$ cat src/rtl/bdc_pkg.sv
// Shared constants and types of the de Casteljau Bezier evaluator.
`default_nettype none
package bdc_pkg;

	localparam int NUM_POINTS_DEF = 4;

	localparam logic [16:0] T_ONE        = 17'h10000;
	localparam logic [4:0]  POINTS_RESET = 5'd4;

	localparam logic OP_LOAD = 1'b0;
	localparam logic OP_EVAL = 1'b1;

	// Per-cycle control from the sequencer to the datapath
	typedef struct packed {
		logic step;     // one blend step this cycle
		logic last;     // final step of the current level
		logic done_go;  // move the surviving point to the output register
	} seq_ctl_t;

endpackage
`default_nettype wire

$ cat src/rtl/bdc_blend.sv
// Rounded linear interpolation unit: a + round(t * (b - a) / 2^16).
`default_nettype none
module bdc_blend import bdc_pkg::*; (
	input  logic signed [15:0] a,
	input  logic signed [15:0] b,
	input  logic        [16:0] t,
	output logic signed [15:0] y
);

	logic signed [16:0] diff;
	logic signed [34:0] prod;
	logic signed [34:0] rnd;
	logic signed [18:0] q;
	logic signed [18:0] sum;

	// (1-t)*a + t*b == a + t*(b-a); floor of the biased shift rounds ties upward
	always_comb begin
		diff = $signed({b[15], b}) - $signed({a[15], a});
		prod = $signed({1'b0, t}) * diff;
		rnd  = prod + 35'sd32768;
		q    = rnd[34:16];
		sum  = q + $signed({{3{a[15]}}, a});
		y    = sum[15:0];
	end

endmodule
`default_nettype wire

$ cat src/rtl/bdc_seq.sv
// Sequencer: walks the de Casteljau levels one blend step per cycle.
`default_nettype none
module bdc_seq import bdc_pkg::*; #(
	parameter  int NUM_POINTS = NUM_POINTS_DEF,
	localparam int IW = $clog2(NUM_POINTS),
	localparam int LW = $clog2(NUM_POINTS + 1)
) (
	input  logic          clk,
	input  logic          arst_n,
	input  logic          eval_go,
	input  logic [4:0]    pts,
	input  logic [16:0]   t_in,
	input  logic          out_free,
	output logic          idle,
	output logic [16:0]   t_q,
	output logic [IW-1:0] wr_idx,
	output seq_ctl_t      ctl
);

	typedef enum logic [2:0] {
		S_IDLE = 3'b001,
		S_RUN  = 3'b010,
		S_DONE = 3'b100
	} state_t;

	state_t        state_q;
	logic [LW-1:0] len_q;
	logic [LW-1:0] cnt_q;
	logic [LW-1:0] n_eff;
	logic [LW-1:0] len_m1;
	logic [LW-1:0] len_m2;
	logic          last;

	// degree clamp: above the store acts as full, 0 or 1 acts as a single point
	always_comb begin
		if (int'(pts) > NUM_POINTS)
			n_eff = LW'(NUM_POINTS);
		else if (pts == 5'd0)
			n_eff = LW'(1);
		else
			n_eff = LW'(pts);
	end

	assign len_m1 = len_q - LW'(1);
	assign len_m2 = len_q - LW'(2);
	assign last   = (cnt_q == len_m2);
	assign wr_idx = last ? len_m2[IW-1:0] : len_m1[IW-1:0];

	assign idle        = (state_q == S_IDLE);
	assign ctl.step    = (state_q == S_RUN);
	assign ctl.last    = (state_q == S_RUN) && last;
	assign ctl.done_go = (state_q == S_DONE) && out_free;

	always_ff @(posedge clk) begin
		if (idle && eval_go)
			t_q <= (t_in > T_ONE) ? T_ONE : t_in;
	end

	always_ff @(posedge clk or negedge arst_n) begin
		if (!arst_n) begin
			state_q <= S_IDLE;
			len_q   <= '0;
			cnt_q   <= '0;
		end else begin
			unique case (state_q)
				S_IDLE: begin
					if (eval_go) begin
						len_q   <= n_eff;
						cnt_q   <= '0;
						state_q <= (n_eff == LW'(1)) ? S_DONE : S_RUN;
					end
				end
				S_RUN: begin
					if (last) begin
						len_q <= len_m1;
						cnt_q <= '0;
						if (len_q == LW'(2))
							state_q <= S_DONE;
					end else begin
						cnt_q <= cnt_q + LW'(1);
					end
				end
				S_DONE: begin
					if (out_free)
						state_q <= S_IDLE;
				end
				default: state_q <= S_IDLE;
			endcase
		end
	end

endmodule
`default_nettype wire

$ cat src/rtl/bezier_de_casteljau_eval_core.sv
// Top level of the de Casteljau Bezier curve evaluator.
//
// Channels: an input request (opcode, point_index, point_x, point_y, t_param)
// on in_valid/in_ready, a result request (curve_x, curve_y) on
// out_valid/out_ready, and a config write (cfg_data = points_in_use) on
// cfg_valid/cfg_ready, which is always ready.
// A load request writes one control point in the accept cycle, gives no
// result, and the block is ready again at once. A load to an index at or
// beyond NUM_POINTS is dropped.
// An evaluate request copies the control points into a work line, then one
// shared x/y blend pair does one lerp per cycle, n*(n-1)/2 lerps for n
// points (6 for a cubic), and a final step moves the point to the output
// register. in_ready stays low from acceptance until that move, so no new
// request is taken while an evaluate is still running.
// The work line always reads its first two entries and shifts, so the
// blend pair is the one arithmetic unit and sets the rate.
// When the receiver stalls, the result sits in the output register and the
// next evaluate holds in its final state until the register frees up.
// Reset (arst_n, async): idle, no pending result, control points zero,
// points_in_use = 4. No clearing pass is needed.
`default_nettype none
module bezier_de_casteljau_eval_core import bdc_pkg::*; #(
	parameter int NUM_POINTS = NUM_POINTS_DEF
) (
	input  logic               clk,
	input  logic               arst_n,
	input  logic               cfg_valid,
	output logic               cfg_ready,
	input  logic [4:0]         cfg_data,
	input  logic               in_valid,
	output logic               in_ready,
	input  logic               opcode,
	input  logic [3:0]         point_index,
	input  logic signed [15:0] point_x,
	input  logic signed [15:0] point_y,
	input  logic [16:0]        t_param,
	output logic               out_valid,
	input  logic               out_ready,
	output logic signed [15:0] curve_x,
	output logic signed [15:0] curve_y
);

	localparam int IW = $clog2(NUM_POINTS);

	logic [4:0]         pts_q;
	logic signed [15:0] ctl_x_q [NUM_POINTS];
	logic signed [15:0] ctl_y_q [NUM_POINTS];
	logic signed [15:0] wk_x_q  [NUM_POINTS];
	logic signed [15:0] wk_y_q  [NUM_POINTS];
	logic signed [15:0] bl_x;
	logic signed [15:0] bl_y;
	logic signed [15:0] curve_x_q;
	logic signed [15:0] curve_y_q;
	logic               out_valid_q;
	logic               in_fire;
	logic               eval_go;
	logic               load_go;
	logic               out_free;
	logic               idle;
	logic [16:0]        t_q;
	logic [IW-1:0]      wr_idx;
	seq_ctl_t           ctl;

	assign cfg_ready = 1'b1;
	assign in_ready  = idle;
	assign in_fire   = in_valid && in_ready;
	assign eval_go   = in_fire && (opcode == OP_EVAL);
	assign load_go   = in_fire && (opcode == OP_LOAD) && (int'(point_index) < NUM_POINTS);
	assign out_free  = !out_valid_q || out_ready;

	assign out_valid = out_valid_q;
	assign curve_x   = curve_x_q;
	assign curve_y   = curve_y_q;

	bdc_seq #(.NUM_POINTS(NUM_POINTS)) u_seq (
		.clk      (clk),
		.arst_n   (arst_n),
		.eval_go  (eval_go),
		.pts      (pts_q),
		.t_in     (t_param),
		.out_free (out_free),
		.idle     (idle),
		.t_q      (t_q),
		.wr_idx   (wr_idx),
		.ctl      (ctl)
	);

	// shared blend pair, always fed from the head of the work line
	bdc_blend u_blend_x (.a(wk_x_q[0]), .b(wk_x_q[1]), .t(t_q), .y(bl_x));
	bdc_blend u_blend_y (.a(wk_y_q[0]), .b(wk_y_q[1]), .t(t_q), .y(bl_y));

	always_ff @(posedge clk or negedge arst_n) begin
		if (!arst_n)
			pts_q <= POINTS_RESET;
		else if (cfg_valid && cfg_ready)
			pts_q <= cfg_data;
	end

	// control point store
	always_ff @(posedge clk or negedge arst_n) begin
		if (!arst_n) begin
			for (int k = 0; k < NUM_POINTS; k++) begin
				ctl_x_q[k] <= '0;
				ctl_y_q[k] <= '0;
			end
		end else if (load_go) begin
			ctl_x_q[point_index[IW-1:0]] <= point_x;
			ctl_y_q[point_index[IW-1:0]] <= point_y;
		end
	end

	// Work line: a mid-level step shifts by one and appends the blend at the
	// level's tail; the level's last step shifts by two, dropping the spent
	// head point, and the blend lands one slot earlier.
	always_ff @(posedge clk) begin
		if (eval_go) begin
			for (int k = 0; k < NUM_POINTS; k++) begin
				wk_x_q[k] <= ctl_x_q[k];
				wk_y_q[k] <= ctl_y_q[k];
			end
		end else if (ctl.step) begin
			for (int k = 0; k < NUM_POINTS; k++) begin
				if (IW'(k) == wr_idx) begin
					wk_x_q[k] <= bl_x;
					wk_y_q[k] <= bl_y;
				end else if (ctl.last) begin
					wk_x_q[k] <= wk_x_q[(k + 2 < NUM_POINTS) ? k + 2 : NUM_POINTS - 1];
					wk_y_q[k] <= wk_y_q[(k + 2 < NUM_POINTS) ? k + 2 : NUM_POINTS - 1];
				end else begin
					wk_x_q[k] <= wk_x_q[(k + 1 < NUM_POINTS) ? k + 1 : NUM_POINTS - 1];
					wk_y_q[k] <= wk_y_q[(k + 1 < NUM_POINTS) ? k + 1 : NUM_POINTS - 1];
				end
			end
		end
	end

	// output register
	always_ff @(posedge clk) begin
		if (ctl.done_go) begin
			curve_x_q <= wk_x_q[0];
			curve_y_q <= wk_y_q[0];
		end
	end

	always_ff @(posedge clk or negedge arst_n) begin
		if (!arst_n)
			out_valid_q <= 1'b0;
		else if (ctl.done_go)
			out_valid_q <= 1'b1;
		else if (out_ready)
			out_valid_q <= 1'b0;
	end

	// an evaluate always takes the block busy
	a_eval_busy: assert property (@(posedge clk) disable iff (!arst_n)
		eval_go |=> !in_ready)
		else $error("block ready right after an evaluate request");

	// a load never takes the block busy
	a_load_quick: assert property (@(posedge clk) disable iff (!arst_n)
		(in_fire && (opcode == OP_LOAD)) |=> in_ready)
		else $error("block busy after a load request");

	// a new result only comes from the sequencer's final move
	a_out_source: assert property (@(posedge clk) disable iff (!arst_n)
		$rose(out_valid) |-> $past(ctl.done_go))
		else $error("result raised without a finished evaluation");

	// the blend pair only runs while the input side is closed
	a_step_busy: assert property (@(posedge clk) disable iff (!arst_n)
		(ctl.step || ctl.done_go) |-> !in_ready)
		else $error("evaluation running while input is open");

endmodule
`default_nettype wire

$ cat config.mk
export PLATFORM = sky130hd
export DESIGN_NAME = bezier_de_casteljau_eval_core
export DESIGN_NICKNAME = d
export VERILOG_FILES = /design/src/rtl/bdc_pkg.sv /design/src/rtl/bdc_blend.sv /design/src/rtl/bdc_seq.sv /design/src/rtl/bezier_de_casteljau_eval_core.sv
export SDC_FILE = /design/constraint.sdc
export NUM_CORES = 2
export LEC_CHECK = 0
export BUFFER_PORTS_ARGS = -buffer_cell sky130_fd_sc_hd__buf_2
export CORE_ASPECT_RATIO = 1.25
export CORE_MARGIN = 3
export CORE_UTILIZATION = 63
export DETAILED_ROUTE_END_ITERATION = 12
export GPL_TIMING_DRIVEN = 0
export HOLD_SLACK_MARGIN = 0.02
export PLACE_DENSITY_LB_ADDON = 0.08
export SLEW_MARGIN = 20
export SYNTH_ARGS = -nofsm -noshare
export SYNTH_HDL_FRONTEND = slang
export SYNTH_SLANG_ARGS = --single-unit
export TNS_END_PERCENT = 30
$ cat constraint.sdc
create_clock -name clk -period 11.1 [get_ports clk]
set_input_delay 1.11 -clock clk [delete_from_list [all_inputs] [get_ports clk]]
set_output_delay 1.11 -clock clk [all_outputs]
set_load 0.02 [all_outputs]
## Yosys cells after proc, flatten, opt, wreduce, memory -nomap -nowiden

Memory sizes are Yosys's and may differ from the RTL's.
Index checks and enable logic that the tools add are counted.

| word-level totals | value |
|---|---|
| register bits after elaboration | 192 |
| bits in latches | 0 |
| bits in writable memories | 128 |
| memory bits (read-only) | 0 |
| input bits | 64 |
| output and inout bits | 35 |
| logic and storage cells | 187 |
| memories | 2 |

| cells by class | value |
|---|---|
| $add $sub $neg | 9 |
| $mul | 2 |
| divide/modulo/power cells | 0 |
| magnitude comparators | 5 |
| equal/unequal tests | 13 |
| shift operators | 0 |
| multiplexer cells | 97 |
| bitwise operators | 26 |
| reduce and logical (&&, ||, !) cells | 17 |

Memory list:

| memory | depth | width | rd ports | clocked after Yosys merged registers in | write ports | RTL line | text |
|---|---|---|---|---|---|---|---|
| wk_x_q | 4 | 16 | 4 | 0 | 4 | bezier_de_casteljau_eval_core.sv:48 | `logic signed [15:0] wk_x_q [NUM_POINTS];` |
| wk_y_q | 4 | 16 | 4 | 0 | 4 | bezier_de_casteljau_eval_core.sv:49 | `logic signed [15:0] wk_y_q [NUM_POINTS];` |

Operators with widths:

| kind | count |
|---|---|
| 16-bit 2-to-1 mux | 25 |
| 64-bit bitwise mux | 2 |
| 32-bit by 17-bit adder with 32-bit output, second input constant | 2 |
| 18-bit by 17-bit multiplier with 32-bit output | 2 |
| 1-bit 2-to-1 mux | 54 |
| 16-bit by 16-bit subtractor with 17-bit output | 2 |
| 3-bit 2-to-1 mux | 11 |
| 16-bit adder | 2 |
| 16-bit demux with 2-bit select | 1 |
| 1-bit OR | 24 |
| 17-bit greater-than comparator, second input constant | 1 |
| 3-bit case mux with 2 select lines | 2 |
| 3-bit case mux with 3 select lines | 1 |
| 1-bit logical AND | 8 |
| 2-bit by 1-bit inequality test with 1-bit output, second input constant | 4 |
| 3-bit by 1-bit == test with 1-bit output, second input constant | 2 |
| 3-bit by 2-bit == test with 1-bit output, second input constant | 2 |
| 5-bit by 3-bit greater-than comparator with 1-bit output, second input constant | 1 |
| 5-bit logical NOT | 1 |
| 2-bit == test, first input constant | 2 |
| 4-bit by 3-bit less-than comparator with 1-bit output, second input constant | 1 |
| 4-bit AND reduction | 1 |
| 2-bit nonzero test | 2 |
| 3-bit by 1-bit adder with 3-bit output, second input constant | 1 |
| other kinds (15) | 15 |

## Depth between registers and ports, before layout

| depth | value |
|---|---|
| word-level depth | 11 |
| mapped depth | 47 |
| gate-level depth less buffers | 46 |

## Cells and area by module

Synthesis repeated with hierarchy kept, for this count alone.

| second synthesis, totals | value |
|---|---|
| cells, all modules | 3,452 |
| area, all modules | 35,564.1 sq um |

Modules (own cells, without submodules):

| module | instances | cells an instance | area an instance (sq um) | seq. area each (sq um) |
|---|---|---|---|---|
| bezier_de_casteljau_eval_core | 1 | 865 | 13,240.2 | 8,159.1 |
| bdc_blend (u_blend_x) | 1 | 1,240 | 10,555.1 | 0.0 |
| bdc_blend (u_blend_y) | 1 | 1,234 | 10,457.5 | 0.0 |
| bdc_seq | 1 | 113 | 1,311.3 | 737.0 |

## Worst setup path after synthesis

No wires, ideal clock.

| path | value |
|---|---|
| path type | flip-flop to flip-flop |
| start point | memory wk_y_q[0][0] |
| end point | memory wk_y_q[1][15] (netlist: wk_y_q[0][31]) (data pin) |
| setup time | 272 ps |
| arrival | 9,180 ps |
| data required time | 10,828 ps |
| setup slack | 1,648 ps |
| stages on the path, launching flop included | 42 |
| path buffers | 1 |
| period minus slack after synthesis | 9,452 ps |
| cell sequence | edfxtp_1 ha_1 fa_1 nor2b_4 o21ai_0 a21boi_0 o21a_1 nor2_1 xnor2_1 clkbuf_1 nand2_1 fa_1 inv_1 fa_1 inv_1 fa_1 inv_1 fa_1 (+6 left out) a221oi_1 a211o_1 a311o_1 nand2_1 or2_1 a21o_1 a21oi_1 xnor2_1 ha_1 o21a_1 o21a_1 o21ai_0 o31ai_1 a211oi_1 xor2_1 nand3_1 mux2i_1 nor3_2 |

RTL lines:

| what | RTL line |
|---|---|
| start, declared | bezier_de_casteljau_eval_core.sv:49 |

==> summary.md <==
| Metric | Value |
|---|---|
| Total congestion overflow | `0` |
| Crit-path max cell delay | `0.61 ns` |
| Hold_buf cts | `0` |
| Via/cell ratio | `5.754` |
| Vias | `26060` |
| Clock sinks | `320` |
| Slew HR | `33.64%` |
| Drt drc | `0` |
| Slew of the pin with the lowest slew margin | `0.9943 ns` |
| Die ar. | `59120 sq um` |
| Hold Vio Cnt, Final | `0` |
| Post-DR wirelength/cell | `20.80 um` |
| Clk pin slew, worst setup/hold paths | `0.07 ns` |
| Hpwl dp | `77.72 mm` |
| Final GP Congestion | `0.9685` |
| Max Slew Vio Count | `0` |
| CP endpoint kind | `register` |
| I/O Pins | `99` |
| Area grow syn2layout | `7.673%` |
| Status | `completed` |
| Die Wd | `218.1 um` |
| Post-synth EDFFs | `177` |
| Antenna-violating nets left | `0` |
| Endpoints failing setup | `0` |
| Ys Warns | `0` |
| Post-Syn Instances | `3628` |
| Core area | `55250 sq um` |
| Die Y | `271.1 um` |
| Reg-to-reg startpoint | `wk_y_q[0][1]$_DFFE_PP_` |
| Achievable clock frequency | `0.09373 GHz` |
| Post-Syn Area | `35420 sq um` |
| Worst hold path type | `in -> async` |
| Post-synth top flop | `edfxtp_1` |
| R2R Path End | `wk_y_q[0][63]$_DFFE_PP_` |
| Num CTS Buffers | `31` |
| Crit-path max FO | `10` |
| Largest net degree at the start of global routing | `100` |
| IO Port Bufs | `97` |
| R2R cell count | `40` |
| Synth async-reset ratio | `44.69%` |
| Final Net Count | `4564` |
| Total GRT Usage | `32.54%` |
| Clk root buf | `clkbuf_16` |
| Seq/Total Area, Yosys | `25.12%` |
| Routed Wire Length | `94.21 mm` |
| Sum Neg Setup Slack | `0 ns` |
| First-pass GRT wire length | `149.6 mm` |
| Worst-case clock buffer depth | `3` |
| TritonCTS clock tree | `done` |
| Worst reg2reg setup slack | `0.43 ns` |
| Worst Path Arrival | `10.99 ns` |
| Period minus WS final | `10.67 ns` |
| Initial antenna violation count | `0` |
| CP Class | `reg -> reg` |
| Number of synthesized register bits | `320` |
| Worst-Skew Late Latency | `0.59 ns` |
| Distinct cells, synth | `96` |
| Max-Cap Viols | `0` |
| CP startpoint kind | `register` |
| Layout cells sized above 1 | `11.47%` |
| Max stage delay cell, worst path | `fa_1` |
| Final worst-path cycle share | `96.12%` |
| Worst Path Required | `11.42 ns` |
| Iter 0 DRT Violations | `1730` |
| Synthesized Nets | `4423` |
| Worst Skew | `0.01643 ns` |
| CP most frequent cell | `fa_1` |
| Row cnt | `96` |
| H-tree depth | `1` |
| Final core occ | `69.02%` |
| Avg Inst Size Synth | `9.762 sq um` |
| Vias in the first global route | `27780` |
| Initial Utilization | `64.10%` |
| Drt first pass iters | `5` |
-- state kept, by name (all words and copies together) (netlist names) --
signal,count
u_seq.cnt_q,3
out_valid,1
curve_y,16
ctl_y_q,64
pts_q,5
u_seq.t_q,17
u_seq.state_q,3
curve_x,16
u_seq.len_q,3
ctl_x_q,64
wk_x_q,64
wk_y_q,64
-- layout make-up --
cell class              instances  area, sq um
diodes                          1        2.502
repair buffers                108        638.1
plain buffers                 153        661.9
fillers                      4461        17120
clock buffers                  48        912.1
multi-input cells            2501        23600
flip-flops and latches        320         8896
inverters                     654         2455
clock inverters                 9        52.55
well taps                     735        919.6
-- per-layer routing --
layer  vias up  part of all wire [%]  global-route usage, %
li1      11810                     -                      -
met1     12970                    38                  39.95
met2       980                    50                  56.70
met3       300                   5.4                  3.235
met4         0                   6.6                  17.33
met5         -                     0                      0
-- cell usage in the layout, fill, tap and decap left out, types with 29 or more instances in the layout --
cell,Yosys,final
inv_1,654,654
nand2_1,501,499
fa_1,452,452
ha_1,279,279
edfxtp_1,177,177
and2_1,170,170
mux2_2,161,161
dfrtp_1,141,141
buf_2,29,125
nor2_1,123,122
clkbuf_1,111,117
a21oi_1,116,115
o21ai_0,109,108
nor2b_1,89,89
xnor2_1,74,59
mux2i_1,57,57
nor3_1,36,36
nand3_1,36,36
clkbuf_16,0,33
a21o_1,29,29
o21ai_1,28,29
-- synthesized netlist by cell type, types with 4 or more instances --
cell type,n,area share [%]
nand2_1,501,5.3
dfrtp_1,141,10
and2_1,170,3.0
a211oi_1,13,0.28
buf_6,4,0.13
nor2b_1,89,1.6
o211ai_1,5,0.11
nor4_1,7,0.12
nor3_1,36,0.51
nand4_1,6,0.11
o21ai_1,28,0.40
inv_1,654,6.9
clkbuf_1,111,1.2
a31oi_1,9,0.16
a21o_1,29,0.61
a2111oi_0,4,0.099
a211o_1,5,0.12
xnor2_1,74,1.8
or2_2,12,0.21
buf_2,29,0.41
nand3_1,36,0.51
mux2_2,161,5.1
edfxtp_1,177,15
o31a_1,4,0.099
mux2i_1,57,1.6
nand2b_1,20,0.35
xor2_1,18,0.45
nor2_1,123,1.3
and3_1,15,0.26
o21ai_0,109,1.5
nor3_2,4,0.11
o21bai_1,7,0.15
or3_1,9,0.16
o21a_1,20,0.42
buf_1,6,0.064
fa_1,452,26
a21oi_1,116,1.6
ha_1,279,9.9
-- critical path: cells and delay by family (launching register included) --
| kind | cells | cell delay (ns) |
|---|---|---|
| compound gates | 16 | 3.00 |
| xor+xnor | 3 | 1.04 |
| fa+ha+maj | 9 | 3.97 |
| buf+inv | 5 | 0.56 |
| flops | 1 | 0.53 |
| simple gates | 7 | 1.30 |
-- worst max-delay path by stage --
stage	to	slack (ns)	startpoint
5_1_grt	wk_y_q[0][31]$_DFFE_PP_	-0.02	wk_y_q[0][16]$_DFFE_PP_
4_1_cts	wk_x_q[0][63]$_DFFE_PP_	0.05	wk_x_q[0][1]$_DFFE_PP_
6_report	wk_y_q[0][63]$_DFFE_PP_	0.43	wk_y_q[0][1]$_DFFE_PP_
3_3_place_gp	wk_y_q[0][31]$_DFFE_PP_	0.003	wk_y_q[0][0]$_DFFE_PP_
3_5_place_dp	wk_y_q[0][15]$_DFFE_PP_	-0.32	wk_y_q[0][0]$_DFFE_PP_
2_1_floorplan	wk_y_q[0][31]$_DFFE_PP_	1.65	wk_y_q[0][0]$_DFFE_PP_
-- kinds of logic (layout without fill, tap and decap cells) --
family                   count (synthesis)  in the layout  share of synthesized area [%]
other                                    1              2                        0.01059
adder cells (fa/ha/maj)                731            731                          35.41
XOR/XNOR                                95             95                          2.469
AND/OR/NAND/NOR                       1053           1053                          14.24
buffers and inverters                  807            972                          8.772
multiplexers                           220            220                          6.825
AO/OA/AOI/OAI                          401            401                          7.154
flip-flops                             320            320                          25.12
-- metrics by stage --
step / cell area, sq um / setup WS, ns / hold WS [ns] / instances
after CTS: 37940 / 0.04657 / 0.4036 / 4520
after floorplan: 35420 / 1.648 / 0.4570 / 3628
after detailed placement: 36930 / -0.3154 / 0.4857 / 4463
final: 38130 / 0.4308 / 0.4049 / 4529
after global placement: 36820 / 0.002562 / 0.4737 / 4460
after global routing: 38130 / -0.01755 / 0.4195 / 4528
-- repair_timing --
item                                    CTS  global route
pin swaps                                 0             5
gates resized for setup                   5            36
setup buffers                             0             8
endpoints found under the setup margin   13            40
gates cloned                              0             0
Power is left out: the tool's default activity adds up to more than one toggle a clock period on the data nets, which glitch-free logic cannot reach.
